`src/smau_pkg.sv`:
```
package smau_pkg;

    localparam int MAX_ENTRIES  = 16;
    localparam int INDEX_BITS   = 8;
    localparam int DEGREE_BITS  = 16;
    localparam int RESULT_LIMIT = 16;
    localparam int CNT_W        = $clog2(MAX_ENTRIES + 1);

    // previous operand index code meaning "none yet"
    localparam logic [INDEX_BITS:0] NO_PREV = {1'b1, {INDEX_BITS{1'b0}}};

    typedef enum logic [1:0] {
        ACT_CLEAR   = 2'd0,
        ACT_LOAD    = 2'd1,
        ACT_OPERAND = 2'd2,
        ACT_FINISH  = 2'd3
    } action_t;

    typedef enum logic [1:0] {
        MODE_MUL  = 2'd0,
        MODE_DIV  = 2'd1,
        MODE_GCD  = 2'd2,
        MODE_TEST = 2'd3
    } mode_t;

    typedef enum logic [1:0] {
        S_IDLE,
        S_OPER,
        S_PRUNE,
        S_EMIT
    } state_t;

    typedef enum logic [1:0] {
        CMD_NONE,
        CMD_INSERT,
        CMD_DROP,
        CMD_SET
    } cmd_t;

    typedef enum logic [2:0] {
        C_HOLD,
        C_LOAD,
        C_LEFT,
        C_RIGHT,
        C_SET
    } cell_op_t;

    typedef struct packed {
        action_t                 action;
        logic [INDEX_BITS-1:0]   var_index;
        logic [DEGREE_BITS-1:0]  var_degree;
    } in_t;

    typedef struct packed {
        logic [INDEX_BITS-1:0]   out_index;
        logic [DEGREE_BITS-1:0]  out_degree;
        logic                    entry_valid;
        logic                    is_divisible;
        logic                    overflow_flag;
        logic                    order_error;
        logic                    last_entry;
    } out_t;

    typedef struct packed {
        logic [INDEX_BITS-1:0]   idx;
        logic [DEGREE_BITS-1:0]  deg;
        logic                    matched;
    } entry_t;

    typedef struct packed {
        logic [INDEX_BITS-1:0]   idx;
        logic [DEGREE_BITS-1:0]  deg;
        logic                    mark;
    } cell_bus_t;

    typedef struct packed {
        logic hit;
        logic lower;
    } cell_flags_t;

endpackage

```
`src/smau_cell.sv`:
```
module smau_cell (
    input  logic                                clk,
    input  logic                                rst_n,
    input  smau_pkg::cell_op_t                  op,
    input  smau_pkg::cell_bus_t                 bus,
    input  smau_pkg::entry_t                    left,
    input  smau_pkg::entry_t                    right,
    input  logic                                clear_marks,
    input  logic                                occupied,
    input  logic [smau_pkg::INDEX_BITS-1:0]     key,
    output smau_pkg::entry_t                    entry,
    output smau_pkg::cell_flags_t               flags
);

    logic [smau_pkg::INDEX_BITS-1:0]  idx_reg, idx_next;
    logic [smau_pkg::DEGREE_BITS-1:0] deg_reg, deg_next;
    logic                             matched_reg, matched_next;

    always_comb
    begin
        idx_next     = idx_reg;
        deg_next     = deg_reg;
        matched_next = matched_reg;
        unique case (op)
            smau_pkg::C_HOLD:
            begin
            end
            smau_pkg::C_LOAD:
            begin
                idx_next     = bus.idx;
                deg_next     = bus.deg;
                matched_next = 1'b0;
            end
            smau_pkg::C_LEFT:
            begin
                idx_next     = left.idx;
                deg_next     = left.deg;
                matched_next = left.matched;
            end
            smau_pkg::C_RIGHT:
            begin
                idx_next     = right.idx;
                deg_next     = right.deg;
                matched_next = right.matched;
            end
            smau_pkg::C_SET:
            begin
                deg_next     = bus.deg;
                matched_next = matched_reg | bus.mark;
            end
            default:
            begin
            end
        endcase
        if (clear_marks)
        begin
            matched_next = 1'b0;
        end
    end

    always_ff @(posedge clk or negedge rst_n)
    begin
        if (!rst_n)
        begin
            matched_reg <= 1'b0;
        end
        else
        begin
            matched_reg <= matched_next;
        end
    end

    always_ff @(posedge clk)
    begin
        idx_reg <= idx_next;
        deg_reg <= deg_next;
    end

    assign entry.idx     = idx_reg;
    assign entry.deg     = deg_reg;
    assign entry.matched = matched_reg;

    assign flags.hit   = occupied && (idx_reg == key);
    assign flags.lower = occupied && (idx_reg < key);

endmodule

```
`src/sparse_monomial_arith_unit_top.sv`:
```
// Sparse monomial arithmetic unit.
// Input: an item is taken when start is high and busy is low. Clear and load
// items leave the block idle, so a new item may follow in the next cycle. An operand
// item holds busy through S_OPER: the cell row matches the index in the accept
// cycle, and the degree update, insert or removal is applied in S_OPER.
// Finish: in gcd mode the unmarked pairs are removed first, one per cycle,
// in S_PRUNE. Then the results leave one per cycle on result, marked by
// result_strobe, the first one once S_EMIT has loaded the result registers
// (gcd: after pruning); min(count, 16) results, or one empty result when the
// list is empty. busy drops with the last result. The receiver cannot stall:
// each result is valid for exactly one cycle.
// Configuration: op_mode is written on cfg_valid & cfg_ready; the user must
// write it only while idle, which the block does not enforce. cfg_ready is always high.
// Reset: list empty, overflow and order flags cleared, divisible flag set, op_mode multiply.
// The pair storage holds no defined value until loaded and needs no clearing pass.
module sparse_monomial_arith_unit_top (
    input  logic            clk,
    input  logic            rst_n,
    input  logic            start,
    output logic            busy,
    input  smau_pkg::in_t   item,
    output logic            result_strobe,
    output smau_pkg::out_t  result,
    input  logic            cfg_valid,
    output logic            cfg_ready,
    input  logic [1:0]      cfg_data
);

    localparam int N  = smau_pkg::MAX_ENTRIES;
    localparam int CW = smau_pkg::CNT_W;
    localparam int IB = smau_pkg::INDEX_BITS;
    localparam int DB = smau_pkg::DEGREE_BITS;

    smau_pkg::state_t           state_reg, state_next;
    smau_pkg::mode_t            mode_reg;
    logic [CW-1:0]              count_reg, count_next;
    logic                       div_reg, div_next;
    logic                       ovf_reg, ovf_next;
    logic                       ord_reg, ord_next;
    logic [IB:0]                prev_reg, prev_next;
    logic [IB-1:0]              op_v_reg, op_v_next;
    logic [DB-1:0]              op_d_reg, op_d_next;
    logic                       hit_reg, hit_next;
    logic [CW-1:0]              hit_pos_reg, hit_pos_next;
    logic [CW-1:0]              ins_pos_reg, ins_pos_next;
    logic [DB-1:0]              cur_deg_reg, cur_deg_next;
    logic [CW-1:0]              emit_reg, emit_next;
    logic                       strobe_reg, strobe_next;
    smau_pkg::out_t             result_reg, result_next;

    smau_pkg::entry_t           entries   [N];
    smau_pkg::cell_flags_t      flags     [N];
    smau_pkg::cell_op_t         cell_op   [N];
    logic [N-1:0]               occupied;

    smau_pkg::cmd_t             cmd;
    logic [CW-1:0]              cmd_pos;
    smau_pkg::cell_bus_t        bus;
    logic                       clear_marks;

    logic                       hit_any;
    logic [CW-1:0]              hit_pos;
    logic [DB-1:0]              hit_deg;
    logic                       low_any;
    logic [CW-1:0]              ins_pos;
    logic                       unm_any;
    logic [CW-1:0]              unm_pos;
    smau_pkg::entry_t           emit_entry;
    logic [CW-1:0]              n_emit;
    logic                       emit_last;

    logic [DB:0]                deg_sum;
    logic                       upd_en;
    logic                       upd_mark;
    logic [DB-1:0]              upd_deg;
    logic                       list_full;

    // ---------------- cell row ----------------
    genvar k;
    generate
        for (k = 0; k < N; k++)
        begin : g_cell
            smau_pkg::entry_t left_in, right_in;

            if (k == 0)
            begin : g_first
                assign left_in = '0;
            end
            else
            begin : g_mid_l
                assign left_in = entries[k-1];
            end
            if (k == N - 1)
            begin : g_last
                assign right_in = '0;
            end
            else
            begin : g_mid_r
                assign right_in = entries[k+1];
            end

            assign occupied[k] = (CW'(k) < count_reg);

            always_comb
            begin
                cell_op[k] = smau_pkg::C_HOLD;
                unique case (cmd)
                    smau_pkg::CMD_NONE:
                    begin
                    end
                    smau_pkg::CMD_INSERT:
                    begin
                        if (CW'(k) == cmd_pos)
                        begin
                            cell_op[k] = smau_pkg::C_LOAD;
                        end
                        else if (CW'(k) > cmd_pos)
                        begin
                            cell_op[k] = smau_pkg::C_LEFT;
                        end
                    end
                    smau_pkg::CMD_DROP:
                    begin
                        if (CW'(k) >= cmd_pos)
                        begin
                            cell_op[k] = smau_pkg::C_RIGHT;
                        end
                    end
                    smau_pkg::CMD_SET:
                    begin
                        if (CW'(k) == cmd_pos)
                        begin
                            cell_op[k] = smau_pkg::C_SET;
                        end
                    end
                    default:
                    begin
                    end
                endcase
            end

            smau_cell u_cell (
                .clk         (clk),
                .rst_n       (rst_n),
                .op          (cell_op[k]),
                .bus         (bus),
                .left        (left_in),
                .right       (right_in),
                .clear_marks (clear_marks),
                .occupied    (occupied[k]),
                .key         (item.var_index),
                .entry       (entries[k]),
                .flags       (flags[k])
            );
        end
    endgenerate

    // ---------------- searches over the row ----------------
    always_comb
    begin
        hit_any    = 1'b0;
        hit_pos    = '0;
        hit_deg    = '0;
        low_any    = 1'b0;
        ins_pos    = count_reg;
        unm_any    = 1'b0;
        unm_pos    = '0;
        emit_entry = '0;
        for (int i = 0; i < N; i++)
        begin
            if (flags[i].hit && !hit_any)
            begin
                hit_any = 1'b1;
                hit_pos = CW'(i);
                hit_deg = entries[i].deg;
            end
            if (flags[i].lower && !low_any)
            begin
                low_any = 1'b1;
                ins_pos = CW'(i);
            end
            if (occupied[i] && !entries[i].matched && !unm_any)
            begin
                unm_any = 1'b1;
                unm_pos = CW'(i);
            end
            if (CW'(i) == emit_reg)
            begin
                emit_entry = entries[i];
            end
        end
    end

    always_comb
    begin
        if (int'(count_reg) < smau_pkg::RESULT_LIMIT)
        begin
            n_emit = count_reg;
        end
        else
        begin
            n_emit = CW'(smau_pkg::RESULT_LIMIT);
        end
    end

    assign list_full = (int'(count_reg) >= N);
    assign deg_sum   = {1'b0, cur_deg_reg} + {1'b0, op_d_reg};

    // ---------------- control ----------------
    always_comb
    begin
        state_next   = state_reg;
        count_next   = count_reg;
        div_next     = div_reg;
        ovf_next     = ovf_reg;
        ord_next     = ord_reg;
        prev_next    = prev_reg;
        op_v_next    = op_v_reg;
        op_d_next    = op_d_reg;
        hit_next     = hit_reg;
        hit_pos_next = hit_pos_reg;
        ins_pos_next = ins_pos_reg;
        cur_deg_next = cur_deg_reg;
        emit_next    = emit_reg;
        strobe_next  = 1'b0;
        result_next  = result_reg;
        cmd          = smau_pkg::CMD_NONE;
        cmd_pos      = '0;
        bus          = '0;
        clear_marks  = 1'b0;
        upd_en       = 1'b0;
        upd_mark     = 1'b0;
        upd_deg      = '0;
        emit_last    = 1'b0;

        unique case (state_reg)
            smau_pkg::S_IDLE:
            begin
                if (start)
                begin
                    unique case (item.action)
                        smau_pkg::ACT_CLEAR:
                        begin
                            count_next  = '0;
                            div_next    = 1'b1;
                            ovf_next    = 1'b0;
                            ord_next    = 1'b0;
                            prev_next   = smau_pkg::NO_PREV;
                            clear_marks = 1'b1;
                        end
                        smau_pkg::ACT_LOAD:
                        begin
                            if (list_full)
                            begin
                                ovf_next = 1'b1;
                            end
                            else
                            begin
                                cmd        = smau_pkg::CMD_INSERT;
                                cmd_pos    = count_reg;
                                bus.idx    = item.var_index;
                                bus.deg    = item.var_degree;
                                count_next = count_reg + 1'b1;
                            end
                        end
                        smau_pkg::ACT_OPERAND:
                        begin
                            if (prev_reg != smau_pkg::NO_PREV
                                && {1'b0, item.var_index} >= prev_reg)
                            begin
                                ord_next = 1'b1;
                            end
                            prev_next    = {1'b0, item.var_index};
                            op_v_next    = item.var_index;
                            op_d_next    = item.var_degree;
                            hit_next     = hit_any;
                            hit_pos_next = hit_pos;
                            ins_pos_next = ins_pos;
                            cur_deg_next = hit_deg;
                            state_next   = smau_pkg::S_OPER;
                        end
                        smau_pkg::ACT_FINISH:
                        begin
                            emit_next = '0;
                            if (mode_reg == smau_pkg::MODE_GCD)
                            begin
                                state_next = smau_pkg::S_PRUNE;
                            end
                            else
                            begin
                                state_next = smau_pkg::S_EMIT;
                            end
                        end
                        default:
                        begin
                        end
                    endcase
                end
            end

            smau_pkg::S_OPER:
            begin
                if (!hit_reg || cur_deg_reg < op_d_reg)
                begin
                    div_next = 1'b0;
                end
                unique case (mode_reg)
                    smau_pkg::MODE_MUL:
                    begin
                        if (hit_reg)
                        begin
                            upd_en  = 1'b1;
                            upd_deg = deg_sum[DB] ? {DB{1'b1}} : deg_sum[DB-1:0];
                            if (deg_sum[DB])
                            begin
                                ovf_next = 1'b1;
                            end
                        end
                        else if (op_d_reg != '0)
                        begin
                            if (list_full)
                            begin
                                ovf_next = 1'b1;
                            end
                            else
                            begin
                                cmd        = smau_pkg::CMD_INSERT;
                                cmd_pos    = ins_pos_reg;
                                bus.idx    = op_v_reg;
                                bus.deg    = op_d_reg;
                                count_next = count_reg + 1'b1;
                            end
                        end
                    end
                    smau_pkg::MODE_DIV:
                    begin
                        if (hit_reg)
                        begin
                            upd_en  = 1'b1;
                            upd_deg = (cur_deg_reg > op_d_reg) ? cur_deg_reg - op_d_reg : '0;
                        end
                    end
                    smau_pkg::MODE_GCD:
                    begin
                        if (hit_reg)
                        begin
                            upd_en   = 1'b1;
                            upd_mark = 1'b1;
                            upd_deg  = (cur_deg_reg < op_d_reg) ? cur_deg_reg : op_d_reg;
                        end
                    end
                    smau_pkg::MODE_TEST:
                    begin
                    end
                    default:
                    begin
                    end
                endcase
                // zero degree removes the pair
                if (upd_en)
                begin
                    cmd_pos = hit_pos_reg;
                    if (upd_deg == '0)
                    begin
                        cmd        = smau_pkg::CMD_DROP;
                        count_next = count_reg - 1'b1;
                    end
                    else
                    begin
                        cmd      = smau_pkg::CMD_SET;
                        bus.deg  = upd_deg;
                        bus.mark = upd_mark;
                    end
                end
                state_next = smau_pkg::S_IDLE;
            end

            smau_pkg::S_PRUNE:
            begin
                if (unm_any)
                begin
                    cmd        = smau_pkg::CMD_DROP;
                    cmd_pos    = unm_pos;
                    count_next = count_reg - 1'b1;
                end
                else
                begin
                    state_next = smau_pkg::S_EMIT;
                end
            end

            smau_pkg::S_EMIT:
            begin
                strobe_next               = 1'b1;
                result_next.is_divisible  = div_reg;
                result_next.overflow_flag = ovf_reg;
                result_next.order_error   = ord_reg;
                if (n_emit == '0)
                begin
                    emit_last               = 1'b1;
                    result_next.out_index   = '0;
                    result_next.out_degree  = '0;
                    result_next.entry_valid = 1'b0;
                end
                else
                begin
                    emit_last               = ((emit_reg + 1'b1) == n_emit);
                    result_next.out_index   = emit_entry.idx;
                    result_next.out_degree  = emit_entry.deg;
                    result_next.entry_valid = 1'b1;
                end
                result_next.last_entry = emit_last;
                if (emit_last)
                begin
                    div_next    = 1'b1;
                    ovf_next    = 1'b0;
                    ord_next    = 1'b0;
                    prev_next   = smau_pkg::NO_PREV;
                    clear_marks = 1'b1;
                    state_next  = smau_pkg::S_IDLE;
                end
                else
                begin
                    emit_next = emit_reg + 1'b1;
                end
            end

            default:
            begin
                state_next = smau_pkg::S_IDLE;
            end
        endcase
    end

    always_ff @(posedge clk or negedge rst_n)
    begin
        if (!rst_n)
        begin
            state_reg  <= smau_pkg::S_IDLE;
            mode_reg   <= smau_pkg::MODE_MUL;
            count_reg  <= '0;
            div_reg    <= 1'b1;
            ovf_reg    <= 1'b0;
            ord_reg    <= 1'b0;
            prev_reg   <= smau_pkg::NO_PREV;
            emit_reg   <= '0;
            strobe_reg <= 1'b0;
        end
        else
        begin
            state_reg  <= state_next;
            count_reg  <= count_next;
            div_reg    <= div_next;
            ovf_reg    <= ovf_next;
            ord_reg    <= ord_next;
            prev_reg   <= prev_next;
            emit_reg   <= emit_next;
            strobe_reg <= strobe_next;
            if (cfg_valid && cfg_ready)
            begin
                mode_reg <= smau_pkg::mode_t'(cfg_data);
            end
        end
    end

    always_ff @(posedge clk)
    begin
        op_v_reg    <= op_v_next;
        op_d_reg    <= op_d_next;
        hit_reg     <= hit_next;
        hit_pos_reg <= hit_pos_next;
        ins_pos_reg <= ins_pos_next;
        cur_deg_reg <= cur_deg_next;
        result_reg  <= result_next;
    end

    assign busy          = (state_reg != smau_pkg::S_IDLE);
    assign cfg_ready     = 1'b1;
    assign result_strobe = strobe_reg;
    assign result        = result_reg;

    // ---------------- assertions ----------------
    a_count_bound: assert property (@(posedge clk) disable iff (!rst_n)
        int'(count_reg) <= N)
        else $error("entry count beyond list size");

    a_burst: assert property (@(posedge clk) disable iff (!rst_n)
        result_strobe && !result.last_entry |=> result_strobe)
        else $error("result burst broken before last entry");

    a_empty_last: assert property (@(posedge clk) disable iff (!rst_n)
        result_strobe && !result.entry_valid |-> result.last_entry)
        else $error("empty result not marked last");

    a_clear: assert property (@(posedge clk) disable iff (!rst_n)
        start && !busy && item.action == smau_pkg::ACT_CLEAR |=> count_reg == '0 && !busy)
        else $error("clear did not empty the list");

    a_finish_busy: assert property (@(posedge clk) disable iff (!rst_n)
        start && !busy && item.action == smau_pkg::ACT_FINISH |=> busy)
        else $error("finish did not hold the block busy");

endmodule

```
`config.mk`:
```
export PLATFORM = sky130hd
export DESIGN_NAME = sparse_monomial_arith_unit_top
export DESIGN_NICKNAME = d
export VERILOG_FILES = /design/src/smau_pkg.sv /design/src/smau_cell.sv /design/src/sparse_monomial_arith_unit_top.sv
export SDC_FILE = /design/constraint.sdc
export NUM_CORES = 1
export LEC_CHECK = 0
export BUFFER_PORTS_ARGS = -buffer_cell sky130_fd_sc_hd__buf_4
export CAP_MARGIN = 20
export CORE_UTILIZATION = 45
export CTS_CLUSTER_SIZE = 10
export DETAILED_ROUTE_END_ITERATION = 7
export PLACE_DENSITY = 0.59
export SYNTH_ARGS = -nofsm -noshare
export SYNTH_HDL_FRONTEND = slang
export SYNTH_SLANG_ARGS = --single-unit
export TNS_END_PERCENT = 10
```
`constraint.sdc`:
```
create_clock -name clk -period 9.35 [get_ports clk]
set_input_delay 1.4025 -clock clk [delete_from_list [all_inputs] [get_ports clk]]
set_output_delay 1.4025 -clock clk [all_outputs]
set_load 0.005 [all_outputs]
```
==> impl_metrics.toml, run 1 <==
[worst_setup_path]
cp-end-kind = "flop"
path_max_fanout = 33
r2r_cells = 15
crit_path_start_kind = "flop"
arrival_ns = 7.36
r2r-start = "op_d_reg[9]$_DFFE_PP_"
r2r-end = "g_cell[15].u_cell.matched_reg$_DFFE_PN0P_"
crit_type = "flop to flop"
r2r_slack_ns = 2.48
required_ns = 9.84

[job]
max_cap_violations = 0

[cells_and_area]
final_nets = 3808
largest_reg_flops = 256
num_antenna_cells = 0
drive_above_1_share_pct = 10.1
final_cell_area_um2 = 38500
instances_no_fill = 4665
synthToLayoutAreaGrowth_pct = 10.0

[cts]
cts_tree = "yes"
clk_path_buf_depth = 3
cts_num_sinks = 506
cts_setup_buffers = 0
clk_latency_ns = 0.63
htreeDepth = 3
clk_pin_slew_worst_paths_ns = 0.06
cts_resized = 0
cts_buffers = 67
cts_root_buffer = "clkbuf_16"
cts_hold_buffers = 0

[drt]
drc = 5
post_drt_wl_per_cell_um = 28.6
vias = 32600
dr.pass1.iters = 8
wl_um = 133000
drtIter0Drc = 4601
antenna_left = 0
routed_via_density = 6.98

[floorplan]
floorplan.initialDensity_pct = 45.8
design.core.area_um2 = 76500
die_w_um = 281
num_rows = 101
die_area_um2 = 79000
io_pins = 64
die_h_um = 281

[hold_path]
hp-class = "flop to flop"
holdPathStages = 2
hold_start = "div_reg$_DFFE_PN1P_"
holdPathEnd = "div_reg$_DFFE_PN1P_"

[timing]
fin_tns_setup_ns = 0
final_hold_viol_count = 0
period_share_pct = 73.5
rsz0062_at_grt = "no"
skew_ns = 0.0352
max_freq_mhz = 146
finalWorstSetupSlack_ns = 2.48
finalSetupViolations = 0
tightest_slew_ns = 1.17
fin_crit_ns = 6.87
relSlewSlack_pct = 21.8
drv_slew = 0

[logic_synthesis]
synth_edf_count = 463
synth.largest_area_cell = "edfxtp_1"
ys_top_cells_by_area = "edfxtp_1 (40%), ha_1 (6.5%), a221o_1 (6.4%)"
async_flop_share_pct = 8.50
synthMuxAreaShare_pct = 0.729
synth_xor_area_share_pct = 0.625
ys_seq_area_share_pct = 42.8
yosys_most_used_dff = "edfxtp_1"
synth_top_family_by_area = "compound AO/OA/AOI/OAI gates"
avgSynthCellArea_um2 = 9.68
ys_ff_latch = 506
synth_top_area_share_pct = 39.7
syn_nets = 3836
synth_area_um2 = 35000
netlist_instances = 3620
synthAdderAreaFrac_pct = 6.61
synth_compound_area_share_pct = 30.2
synthSimpleGateAreaFrac_pct = 14.4
synth_cell_types = 112
synth_warnings = 0

[placed_design]
dp_hpwl_um = 99900
post-place-ws_ns = 2.52
place_inst = 4551
gp_congestion = 0.989
postPlaceCellArea_um2 = 36500
port_buffers = 62

[power_and_ir_drop]
ir_drop_v = 0.000174
total_power_w = 0.0145
p_leak_nw = 13.9
powerDensity_nw_per_um2 = 375

[grt]
grt-ovfl-total = 0
track_usage_pct = 33.3
antenna_found_initial = 0
grt_max_degree = 51
grt_pass1_wl_um = 201000
grt_pass1_vias = 31300

[outcome]
violations = "DRC"
status = "finished, violations left"
how the worst max path moves through the flow:
stage / start / end / slack (ns) / depth (start not counted)
3_5_place_dp: cur_deg_reg[0]$_DFFE_PP_ / g_cell[15].u_cell.matched_reg$_DFFE_PN0P_ / 2.52 / 17
6_report: op_d_reg[9]$_DFFE_PP_ / g_cell[15].u_cell.matched_reg$_DFFE_PN0P_ / 2.48 / 15
3_3_place_gp: cur_deg_reg[0]$_DFFE_PP_ / g_cell[15].u_cell.matched_reg$_DFFE_PN0P_ / 2.70 / 17
2_1_floorplan: cur_deg_reg[0]$_DFFE_PP_ / g_cell[12].u_cell.deg_reg[0]$_DFFE_PP_ / 4.40 / 18
4_1_cts: cur_deg_reg[0]$_DFFE_PP_ / g_cell[15].u_cell.matched_reg$_DFFE_PN0P_ / 2.48 / 17
5_1_grt: cur_deg_reg[0]$_DFFE_PP_ / g_cell[15].u_cell.matched_reg$_DFFE_PN0P_ / 1.96 / 17
final cells by class:
type | instances | area [um2]
clock buffers | 96 | 1870
clock inverters | 16 | 121
fillers | 7018 | 37900
inverters | 114 | 428
multi-input cells | 2737 | 18600
flip-flops and latches | 506 | 15000
well taps | 1030 | 1290
repair buffers | 166 | 1300
cells in the mapped netlist (all sizes together) (32+ instances only):
cell type / count
dfrtp: 41
nor2: 386
a211oi: 39
buf: 96
edfxtp: 463
nand3: 104
a21oi: 196
inv: 114
a21o: 41
nor3: 67
nand2b: 41
nand4: 51
o211ai: 40
a31oi: 39
ha: 182
a221o: 223
nand2: 245
clkbuf: 167
a222oi: 32
nor2b: 36
o21ai: 360
a22oi: 221
layout by cell type (no fill, tap or decap), types with 15 or more instances in the layout:
cell type  count
nor2b_1       36
xnor2_1       24
nand2_1      240
nand3_1      100
buf_4        161
a221oi_1      18
o22ai_1       17
clkbuf_16     68
inv_1        111
nand4_1       49
o21ai_0      308
clkbuf_1      22
ha_1         181
a22oi_1      221
a32oi_1       27
nand2b_1      41
a21o_1        41
a21oi_1      185
a211o_1       23
a222oi_1      32
dfrtp_1       41
a31oi_1       37
mux2i_1       21
nor2_1       368
o211ai_1      40
and2_1        18
nor3_1        54
o21a_1        31
a211oi_1      34
edfxtp_1     463
a22o_1        15
and3_1        17
a221o_1      223
o21ai_1       48
per-layer routing:
metal	track usage (%)	up-vias	routed length, um
li1	-	14300	-
met1	46.4	15900	55700
met5	0	-	0
met2	51.8	2057	60000
met4	10.6	0	4070
met3	6.53	288	13500
per-stage QoR:
| step | hold WS (ns) | utilization, % |
|---|---|---|
| after global placement | 0.456 | 47.6 |
| final | 0.462 | 50.4 |
| after CTS | 0.463 | 50.4 |
| after floorplan | 0.443 | - |
| after global routing | 0.469 | 50.4 |
| after detailed placement | 0.454 | 47.8 |
power breakdown:
group / internal, W / switching, W
combinational: 0.00232 / 0.00417
clock: 0.00139 / 0.00104
sequential: 0.00429 / 0.00125
logic make-up (layout without fill, tap and decap cells):
| family | after synthesis | count (layout) |
|---|---|---|
| DFF | 506 | 506 |
| xor gates and xnor gates | 25 | 25 |
| buffers and inverters | 377 | 392 |
| muxes | 25 | 25 |
| other | 1 | 1 |
| and+or+nand+nor | 1048 | 1048 |
| AOI/OAI and AO/OA | 1454 | 1454 |
| adders and majority gates | 184 | 184 |
critical path, cell delays in order (launching register included):
cell,delay [ns]
edfxtp_1,0.51
inv_1,0.12
ha_1,0.61
nand3_1,0.27
nor3_2,0.33
a21o_1,0.50
o22ai_1,0.18
a221oi_1,0.38
nor4b_1,0.51
and2_1,0.26
nand4_2,0.25
o31a_1,0.37
buf_4,0.27
nand3_1,0.83
nand3_1,0.82
o221a_1,0.53
Power figures use the tool's default switching activity.
==> run 2, diff against run 1 <==
- ABC_AREA: unset -> 1
- clock period: 9.35 -> 6.4 ns (I/O delays scaled with it)
==> impl_metrics.toml, run 2 <==
[outcome]
status = "complete, no violations"

[cts]
cts_num_sinks = 506
htreeDepth = 2
cts_root_buffer = "clkbuf_16"
cts_tree = "yes"
clk_latency_ns = 0.69
cts_resized = 0
cts_hold_buffers = 0
cts_setup_buffers = 0
clk_path_buf_depth = 3
clk_pin_slew_worst_paths_ns = 0.06
cts_buffers = 61

[cells_and_area]
num_antenna_cells = 0
instances_no_fill = 6138
drive_above_1_share_pct = 8.96
fin_util_pct = 49.9
final_cell_mix = "nand2_1 (1660), nand3_1 (628), edfxtp_1 (463), inv_1 (434), nor2_1 (255)"
synthToLayoutAreaGrowth_pct = 8.97
final_common_cell = "nand2_1"
largest_reg_flops = 256
nFillCells = 8227
final_nets = 5245

[placed_design]
post-place-ws_ns = 0.971
gp_congestion = 0.990
place_inst = 6036
port_buffers = 62
dp_hpwl_um = 117000

[logic_synthesis]
syn_nets = 5222
netlist_instances = 5006
yosys_most_used_dff = "edfxtp_1"
ys_top_cells_by_area = "edfxtp_1 (37%), nand2_1 (16%), nand3_1 (8.3%)"
synth.most_common_cell = "nand2_1"
synth.largest_area_cell = "edfxtp_1"
synth_edf_count = 463
synth_area_um2 = 37800
ys_seq_area_share_pct = 39.6
avgSynthCellArea_um2 = 7.56
synth_cell_types = 73
async_flop_share_pct = 8.50
ys_ff_latch = 506
synth_common_cells = "nand2_1 (1660), nand3_1 (628), edfxtp_1 (463)"
synth_warnings = 0
synth_top_area_share_pct = 36.7

[timing]
rsz0062_at_grt = "no"
final_hold_viol_count = 0
fin_tns_setup_ns = 0
drv_slew = 0
period_share_pct = 88.4
tightest_slew_ns = 1.26
finalSetupViolations = 0
max_freq_mhz = 177
finalWorstSetupSlack_ns = 0.745
fin_crit_ns = 5.66
skew_ns = 0.0502
relSlewSlack_pct = 16.3

[floorplan]
design.core.area_um2 = 82600
floorplan.initialDensity_pct = 45.8
die_w_um = 292
die_area_um2 = 85300
io_pins = 64
die_h_um = 292
num_rows = 105

[grt]
antenna_found_initial = 1
grt_pass1_vias = 33900
track_usage_pct = 34.3
grt-ovfl-total = 0
grt_max_degree = 51
grt_pass1_wl_um = 222000

[power_and_ir_drop]
powerDensity_nw_per_um2 = 532
total_power_w = 0.0220
ir_drop_v = 0.000313
p_leak_nw = 17.7

[drt]
wl_um = 149000
dr.pass1.iters = 6
drtIter0Drc = 4530
antenna_left = 0
post_drt_wl_per_cell_um = 24.3
routed_via_density = 5.98
drc = 0
vias = 36700

[job]
max_cap_violations = 0

[worst_setup_path]
cp-end-kind = "flop"
required_ns = 6.82
crit_start = "count_reg[4]$_DFFE_PN0P_"
arrival_ns = 6.07
r2r-start = "count_reg[4]$_DFFE_PN0P_"
crit_type = "flop to flop"
crit_path_start_kind = "flop"
path_max_fanout = 24

[hold_path]
hp-class = "primary input to async pin"
==> run 2: cell types whose count changed after synthesis, moves of 114 or more <==
cell,change
a22oi_1,-185
nand2_1,+1420
inv_1,+323
a221o_1,-223
nand3_1,+528
nor2_1,-114
==> run 2: layout make-up <==
cell class | instances | area, um2 | share of cell area (%)
multi-input combinational | 3805 | 20000 | 48.5
tap | 1070 | 1340 | 3.25
inverter | 478 | 1800 | 4.36
clock inverter | 15 | 125 | 0.303
sequential | 506 | 15000 | 36.3
timing repair buffer | 177 | 1350 | 3.28
clock buffer | 87 | 1650 | 4.01
==> run 2: worst paths after layout <==
| check | end | slack (ns) | depth (start not counted) |
|---|---|---|---|
| max in group asynchronous | ovf_reg$_DFFE_PN0P_ | 5.52 | 1 |
| min in group clk | result[1]$_DFFE_PP_ | 0.46 | 0 |
| worst min register to register | result[1]$_DFFE_PP_ | 0.46 | 0 |
| worst max-delay path | g_cell[2].u_cell.deg_reg[9]$_DFFE_PP_ | 0.74 | 18 |
| worst min-delay path | g_cell[0].u_cell.matched_reg$_DFFE_PN0P_ | 0.32 | 1 |
| worst max register to register | g_cell[2].u_cell.deg_reg[9]$_DFFE_PP_ | 0.74 | 18 |
==> run 2: per-stage QoR <==
stage	cell area [um2]	hold slack (ns)
global placement	39400	0.437
floorplan	37800	0.425
finish	41200	0.319
global route	41200	0.353
CTS	41200	0.330
detailed placement	39500	0.433
==> run 2: cell families (layout without fill, tap and decap cells) <==
| logic type | Yosys count | count (layout) | synth area share, % |
|---|---|---|---|
| AOI/OAI and AO/OA | 783 | 783 | 13.4 |
| xor gates and xnor gates | 22 | 22 | 0.509 |
| adders and majority gates | 184 | 184 | 6.12 |
| buffers and inverters | 695 | 757 | 7.69 |
| DFF | 506 | 506 | 39.6 |
| muxes | 1 | 1 | 0.0298 |
| other | 1 | 1 | 0.00991 |
| and+or+nand+nor | 2814 | 2814 | 32.7 |
==> run 2: layer usage <==
metal  routed length, um  share of wire [%]  vias up  global-route usage [%]
li1                    -                  -    17200                       -
met1               64500                 43    17400                    48.7
met2               65300                 44     1906                    52.7
met3               15200                 10      231                    7.23
met4                4000                2.7        2                    9.24
met5                  13             0.0087        -                       0
==> run 2: critical path, stage by stage, from the launching register on <==
cell and delay (ns):
dfrtp_1 0.80, inv_2 0.29, nand2_2 0.25, nor2_2 0.14
o21ai_1 0.24, nand2_1 0.16, o311ai_0 0.97, o21bai_1 0.24
nand3_1 0.10, nand2_2 0.22, nand2_2 0.15, nand2_2 0.20
nor2_4 0.09, inv_1 0.06, nand2_1 0.09, nand2_1 0.64
inv_2 0.43, nand2_1 0.17, nand3_1 0.10
==> run 2: power by group <==
part	switching (W)	internal, W
registers	0.00178	0.00638
logic	0.00745	0.00305
clock network	0.00151	0.00178
total	0.0107	0.0112
